## src/design/pwt_pkg.sv

```systemverilog
`timescale 1ns / 1ps
// Shared types and constants for the point weld table.
// Used by pwt_cell, point_weld_table_unit and pwt_checker.
package pwt_pkg;

  localparam int TABLE_DEPTH = 64;
  localparam int COORD_W     = 32;
  localparam int BOUND_W     = COORD_W + 1;
  localparam int TOL_W       = 20;
  localparam int NODE_ID_W   = 7;

  localparam logic [TOL_W-1:0] TOL_RESET = TOL_W'(10);

  // Query traveling down the cell chain, one cell per cycle while the chain advances.
  typedef struct packed {
    logic                       valid;
    logic                       found;
    logic                       is_new;
    logic [NODE_ID_W-1:0]       node_id;
    logic signed [COORD_W-1:0]  x;
    logic signed [COORD_W-1:0]  y;
    logic signed [COORD_W-1:0]  z;
    logic signed [BOUND_W-1:0]  x_lo;
    logic signed [BOUND_W-1:0]  x_hi;
    logic signed [BOUND_W-1:0]  y_lo;
    logic signed [BOUND_W-1:0]  y_hi;
    logic signed [BOUND_W-1:0]  z_lo;
    logic signed [BOUND_W-1:0]  z_hi;
  } query_t;

endpackage

```

## src/design/pwt_cell.sv

```systemverilog
`timescale 1ns / 1ps
// One table entry of the weld chain: holds a stored point and its used bit,
// compares the passing query against it and claims the query on hit or fill.
// Depends on pwt_pkg.
module pwt_cell (
  input  logic                              clk,
  input  logic                              rst,
  input  logic                              advance,
  input  logic [pwt_pkg::NODE_ID_W-1:0]     cell_id,
  input  pwt_pkg::query_t                   query_in,
  output pwt_pkg::query_t                   query_out
);
  import pwt_pkg::*;

  logic                      used;
  logic signed [COORD_W-1:0] sx;
  logic signed [COORD_W-1:0] sy;
  logic signed [COORD_W-1:0] sz;

  logic signed [BOUND_W-1:0] sx_ext;
  logic signed [BOUND_W-1:0] sy_ext;
  logic signed [BOUND_W-1:0] sz_ext;
  logic                      hit;
  logic                      open;

  assign sx_ext = BOUND_W'(sx);
  assign sy_ext = BOUND_W'(sy);
  assign sz_ext = BOUND_W'(sz);

  // Stored point lies strictly inside the query's box on every axis.
  assign hit = used &&
               (sx_ext > query_in.x_lo) && (sx_ext < query_in.x_hi) &&
               (sy_ext > query_in.y_lo) && (sy_ext < query_in.y_hi) &&
               (sz_ext > query_in.z_lo) && (sz_ext < query_in.z_hi);

  assign open = query_in.valid && !query_in.found;

  always_ff @(posedge clk) begin
    if (rst) begin
      used            <= 1'b0;
      query_out.valid <= 1'b0;
    end else if (advance) begin
      query_out <= query_in;
      if (open && hit) begin
        query_out.found   <= 1'b1;
        query_out.node_id <= cell_id;
      end else if (open && !used) begin
        // First free entry: append the point here.
        query_out.found   <= 1'b1;
        query_out.is_new  <= 1'b1;
        query_out.node_id <= cell_id;
        used              <= 1'b1;
        sx                <= query_in.x;
        sy                <= query_in.y;
        sz                <= query_in.z;
      end
    end
  end

endmodule

```

## config.mk

```make
export PLATFORM = sky130hd
export DESIGN_NAME = pwt_cell
export DESIGN_NICKNAME = d
export VERILOG_FILES = /design/src/design/pwt_pkg.sv /design/src/design/pwt_cell.sv
export SDC_FILE = /design/constraint.sdc
export NUM_CORES = 1
export LEC_CHECK = 0
export BUFFER_PORTS_ARGS = -buffer_cell sky130_fd_sc_hd__buf_2
export CORE_AREA = 2 2 241 243
export CTS_CLUSTER_SIZE = 10
export DETAILED_ROUTE_END_ITERATION = 7
export DIE_AREA = 0 0 243 245
export GPL_ROUTABILITY_DRIVEN = 0
export SLEW_MARGIN = 20
export SYNTH_ARGS = -nofsm -noshare
export SYNTH_HDL_FRONTEND = slang
export SYNTH_SLANG_ARGS = --single-unit
```

## constraint.sdc

```tcl
create_clock -name clk -period 23.4 [get_ports clk]
set_input_delay 1.17 -clock clk [delete_from_list [all_inputs] [get_ports clk]]
set_output_delay 1.17 -clock clk [all_outputs]
set_load 0.03 [all_outputs]
```

==> flow_metrics.py, run 1 <==
metrics = {
    "power_and_ir_drop": {
        "comb_power_share": 0.127,
        "swShare": 0.254,
        "power.density_nw_per_um2": 77.5,
        "static-leakage-power_nw": 10.1,
        "p_sw_mw": 0.447,
        "p_seq_frac": 0.481,
        "intPower_mw": 1.31,
        "clock_power_share": 0.392,
        "ir_drop_v": 0.0000605,
    },
    "sta": {
        "tightest_slew_ns": 0.945,
        "setup_tns_ns": 0,
        "fmax_mhz": 235,
        "setup_viol": 0,
        "clock_skew_ns": 0.0289,
        "hold_viol_final": 0,
        "min_period_ns": 4.26,
        "fin_crit_sh": 0.182,
        "slew-limit-headroom": 0.354,
        "slew_violations": 0,
        "setup_ws_ns": 19.14,
        "whs_ns": 0.528,
        "grt_setup_unrepaired": "no",
    },
    "global_routing": {
        "gr-total-overflow": 0,
        "grt_pass1_wl_um": 74100,
        "grt_pass1_vias": 12104,
        "grtUsageTotal": 0.167,
        "antenna_found_initial": 9,
        "grt_start_max_net_pins": 146,
    },
    "place": {
        "numPortBuffers": 617,
        "pre_cts_slack_ns": 18.52,
        "hpwl_um": 41800,
    },
    "logic_synthesis": {
        "yosysWarnings": 0,
        "syn_inst": 1128,
        "yosys.cell_count.top_type": "edfxtp_1",
        "ys.flop_type": "edfxtp_1",
        "ys_ff_latch": 401,
        "synth_cell_types": 47,
        "ys_top_cells_by_count": "edfxtp_1, inv_1, ha_1, a21oi_1, nand2_1",
        "synth_nets": 1637,
        "synth_top_area_share": 0.697,
        "async_flop_share": 0,
        "seq_area_frac_synth": 0.699,
        "yosysTopAreaCell": "edfxtp_1",
        "synth_area_um2": 17200,
        "avgSynthCellArea_um2": 15.2,
        "synth_edf_count": 399,
        "synth_area_leaders": "edfxtp_1, ha_1, inv_1",
    },
    "worst_hold_path": {
        "min_path_type": "reg -> reg",
    },
    "worst_setup_path": {
        "worstPathRequired_ns": 23.69,
        "path_cells": "buf_2, inv_1, ha_1, a211oi_1, o21ai_0, a2111oi_1, o311ai_0, a21oi_1, a2111oi_2, a41oi_4, mux2_2",
        "worstSetupPathType": "in -> reg",
        "reg2reg_slack_ns": 19.48,
        "crit_path_start_kind": "primary input",
        "endpoint_kind": "flip-flop",
        "cp.arrival_ns": 4.55,
        "slowest_stage": "a2111oi_1",
        "max_stage_delay_ns": 0.61,
        "cp_max_fo": 8,
    },
    "clock_network": {
        "clockBufferDepth": 3,
        "h-tree-depth": 2,
        "cts_sinks": 401,
        "cts_root_buffer": "clkbuf_16",
        "cts_tree": "yes",
        "clock_latency_ns": 0.57,
        "postCtsSetupRepairBufs": 0,
        "cts_inserted_buffers": 49,
        "holdBufCountCts": 0,
        "cts_resized": 0,
        "path_clk_slew_ns": 0.05,
    },
    "detailed_routing": {
        "via_count": 11745,
        "routed_via_density": 4.54,
        "wl_per_cell_um": 20.0,
        "ant_nets": 0,
        "routed_wl_um": 51700,
        "drc_errors": 0,
        "drt_iter0_drc": 564,
        "dr.pass1.iters": 5,
    },
    "flow_run": {
        "maxCapViolCount": 0,
    },
    "final_layout": {
        "multi_input_area_um2": 4440,
        "drive_gt1_frac": 0.383,
        "synthToLayoutAreaGrowth_pct": 32.1,
        "regArea_um2": 12000,
        "fillers": 5408,
        "fin_nets": 2309,
    },
    "floorplanning": {
        "die_h_um": 245,
        "ios": 618,
        "placementRows": 88,
        "die_w_um": 243,
        "die_area_um2": 59500,
        "core_um2": 57000,
        "start_util": 0.301,
    },
    "status": {
        "status": "finished, final reports clean",
    },
}
==> metal layers <==
metal,share of wire,track usage,vias to the layer above
li1,-,-,5551
met1,0.41,0.205,5675
met2,0.50,0.288,433
met3,0.066,0.0385,84
met4,0.027,0.0597,2
met5,0.00025,0,-
==> power by group through the flow <==
stage,logic [mW],registers [mW],clock network [mW]
floorplan,0.0535,0.946,0
global placement,0.223,0.861,0
detailed placement,0.226,0.862,0
CTS,0.227,0.848,0.714
global route,0.241,0.850,0.739
finish,0.224,0.847,0.690
==> worst max-delay path, delay by kind of cell <==
kind            cells  cell delay (ns)
fa+ha+maj           1             0.31
mux                 1             0.40
compound gates      7             2.48
buf+inv             2             0.16
==> sequential cells by signal (all words and copies together), names as in the netlist <==
register   count
sz            32
sx            32
sy            32
used           1
query_out    304
==> cell type report <==
cell class                      instances  share of cell area
Antenna cell                            7            0.000771
Clock buffer                           57              0.0572
Clock inverter                         11             0.00479
Inverter                              199              0.0329
Multi-Input combinational cell        528               0.195
Sequential cell                       401               0.529
Tap cell                              765              0.0421
Timing Repair Buffer                  621               0.138
==> cells by family after synthesis <==
family          synth area share
flops                      0.699
buf+inv                   0.0434
fa+ha+maj                  0.142
simple gates              0.0480
mux                      0.00517
compound gates            0.0624
==> per-stage QoR <==
step | utilization | area [µm²] | power [mW] | cells
global route | 0.398 | 22700 | 1.83 | 2585
CTS | 0.398 | 22700 | 1.79 | 2582
floorplan | - | 17200 | 0.999 | 1128
global placement | 0.373 | 21300 | 1.08 | 2514
finish | 0.398 | 22700 | 1.76 | 2589
detailed placement | 0.373 | 21300 | 1.09 | 2514
==> cell usage in the layout (no fill, tap or decap), types with 6 or more instances in the layout <==
master	Yosys	layout
mux2_2	7	7
nand4_1	24	24
nand2_1	45	45
clkbuf_1	0	6
a31oi_1	6	6
nor2_1	25	25
o21ai_0	32	32
a21oi_1	62	62
nand2b_1	6	6
a21o_1	14	14
buf_2	0	617
nor3_1	8	8
clkbuf_16	0	51
inv_1	199	199
nand3_1	21	21
a211oi_1	12	12
edfxtp_1	399	399
ha_1	195	195
and4_1	11	11
diode_2	0	7
==> worst paths after layout <==
check,from,endpoint,cells after the start
setup / recovery,query_in[125],query_out[299]$_DFFE_PP_,11
hold reg to reg,query_out[303]$_SDFFE_PP0P_,query_out[303]$_SDFFE_PP0P_,2
hold / removal,query_out[303]$_SDFFE_PP0P_,query_out[303]$_SDFFE_PP0P_,2
setup reg to reg,sy[26]$_DFFE_PP_,query_out[299]$_DFFE_PP_,9
Power figures use the tool's default switching activity.
==> run 2: changes to the inputs <==
- CORE_AREA: 2 2 241 243 -> 2 2 237 239
- DIE_AREA: 0 0 243 245 -> 0 0 239 241
- clock period: 23.4 -> 3.43 ns (I/O delays scaled with it)
==> flow_metrics.py, run 2 (synthesis results as in run 1) <==
metrics = {
    "status": {
        "status": "finished, final reports clean",
    },
    "detailed_routing": {
        "routed_via_density": 4.58,
        "drc_errors": 0,
        "drt_iter0_drc": 600,
        "routed_wl_um": 56100,
        "via_count": 13022,
        "ant_nets": 0,
        "dr.pass1.iters": 5,
        "wl_per_cell_um": 19.7,
    },
    "sta": {
        "hold_viol_final": 0,
        "clock_skew_ns": 0.0153,
        "min_period_ns": 3.23,
        "setup_viol": 0,
        "grt_setup_unrepaired": "no",
        "tightest_slew_ns": 0.855,
        "slew-limit-headroom": 0.429,
        "fmax_mhz": 310,
        "fin_crit_sh": 0.942,
        "slew_violations": 0,
        "whs_ns": 0.0334,
    },
    "global_routing": {
        "gr-total-overflow": 0,
        "grt_pass1_vias": 13924,
        "antenna_found_initial": 6,
        "grtUsageTotal": 0.186,
        "grt_start_max_net_pins": 123,
        "grt_pass1_wl_um": 80000,
    },
    "final_layout": {
        "drive_gt1_frac": 0.328,
        "fin_nets": 2627,
        "final_area_um2": 25800,
        "regArea_um2": 12000,
        "final_common_cell": "buf_2",
        "synthToLayoutAreaGrowth_pct": 50.0,
        "layout_common_cells": "buf_2, edfxtp_1, dlygate4sd3_1",
        "top_register": "query_out",
        "largest_register_ffs": 304,
        "fillers": 4746,
        "multi_input_area_um2": 4450,
        "finalNonFillerCells": 2843,
    },
    "worst_setup_path": {
        "worstPathRequired_ns": 3.74,
        "r2r_start": "sz[10]$_DFFE_PP_",
        "cp.arrival_ns": 3.54,
        "cp_max_fo": 8,
        "endpoint_kind": "flip-flop",
        "worstSetupPathType": "reg -> reg",
        "r2r_cells": 10,
        "crit_path_start_kind": "flip-flop",
        "crit_start": "sz[10]$_DFFE_PP_",
    },
    "place": {
        "hpwl_um": 41600,
        "place_inst": 2460,
        "numPortBuffers": 617,
        "place_area_um2": 21300,
    },
    "clock_network": {
        "h-tree-depth": 2,
        "cts_tree": "yes",
        "cts_sinks": 401,
        "clockBufferDepth": 3,
        "cts_inserted_buffers": 48,
        "path_clk_slew_ns": 0.06,
        "clock_latency_ns": 0.56,
        "cts_root_buffer": "clkbuf_16",
    },
    "floorplanning": {
        "die_area_um2": 57600,
        "placementRows": 86,
        "core_um2": 54900,
        "die_w_um": 239,
        "ios": 618,
        "start_util": 0.313,
        "die_h_um": 241,
    },
    "worst_hold_path": {
        "min_from": "query_in[302]",
        "hold_depth": 2,
        "min_path_type": "in -> reg",
    },
    "power_and_ir_drop": {
        "clock_power_share": 0.373,
        "ir_drop_v": 0.000509,
        "p_sw_mw": 3.10,
        "power.density_nw_per_um2": 471,
        "static-leakage-power_nw": 11.4,
        "p_seq_frac": 0.475,
        "swShare": 0.255,
        "intPower_mw": 9.06,
        "comb_power_share": 0.152,
    },
    "flow_run": {
        "maxCapViolCount": 0,
    },
}
run 2: cell count changes in the layout (fill, tap and decap cells not counted), sizes merged:
cell         change
dlygate4sd3    +311
buf              +8
diode            -4
clkbuf           +3
inv              -2
bufinv           -1
clkinv           -1
clkinvlp         +1
run 2: metal layers:
metal / vias to the layer above / track usage / share of wire
met5: - / 0 / 0.00052
met4: 6 / 0.0773 / 0.036
met3: 122 / 0.0461 / 0.065
met2: 485 / 0.335 / 0.51
met1: 6230 / 0.210 / 0.39
li1: 6179 / - / -
run 2: area by class of cell:
type,instances,area share
Timing Repair Buffer,940,0.246
Clock inverter,8,0.00238
Inverter,199,0.0290
Clock buffer,60,0.0495
Multi-Input combinational cell,528,0.173
Tap cell,704,0.0341
Sequential cell,401,0.466
Antenna cell,3,0.000291
run 2: final timing paths:
path / slack [ns] / end
max reg2reg: 0.20 / query_out[295]$_DFFE_PP_
max: 0.20 / query_out[295]$_DFFE_PP_
min: 0.03 / query_out[302]$_SDFFCE_PP1P_
min reg2reg: 0.52 / used$_SDFFE_PP0P_
run 2: critical path, cell delays in order, from the launching register on:
cell and delay, ns:
edfxtp_1 0.40, ha_1 0.32, a21oi_1 0.17, o21ai_0 0.13
a221oi_1 0.42, o22ai_1 0.21, buf_4 0.17, a2111oi_2 0.49
a41oi_4 0.17, buf_12 0.20, mux2_2 0.28
run 2: power by group through the flow:
stage	Clock, mW	Sequential (mW)	Combinational, mW
3_5_place_dp	0	5.87	1.55
3_3_place_gp	0	5.87	1.53
4_1_cts	4.65	5.77	1.84
5_1_grt	4.83	5.80	1.98
6_report	4.54	5.78	1.84
2_1_floorplan	0	6.39	0.366
run 2: metrics by stage:
stage               total power [mW]  setup TNS (ns)   util  setup slack, ns
floorplan                       6.76         -842.49      -            -3.34
global placement                7.40           -1.15  0.388           -0.164
detailed placement              7.42           -1.63  0.388           -0.239
CTS                             12.3               0  0.470           0.0740
global route                    12.6               0  0.470           0.0433
finish                          12.2               0  0.470            0.199
run 2: what timing repair did:
item / CTS / global route
endpoints found under the hold margin: 400 / 0
setup buffers: 1 / 0
gates resized for setup: 2 / 2
setup endpoints to repair: 7 / 7
pin swaps: 1 / 0
cloned: 0 / 0
hold buffers: 311 / 0
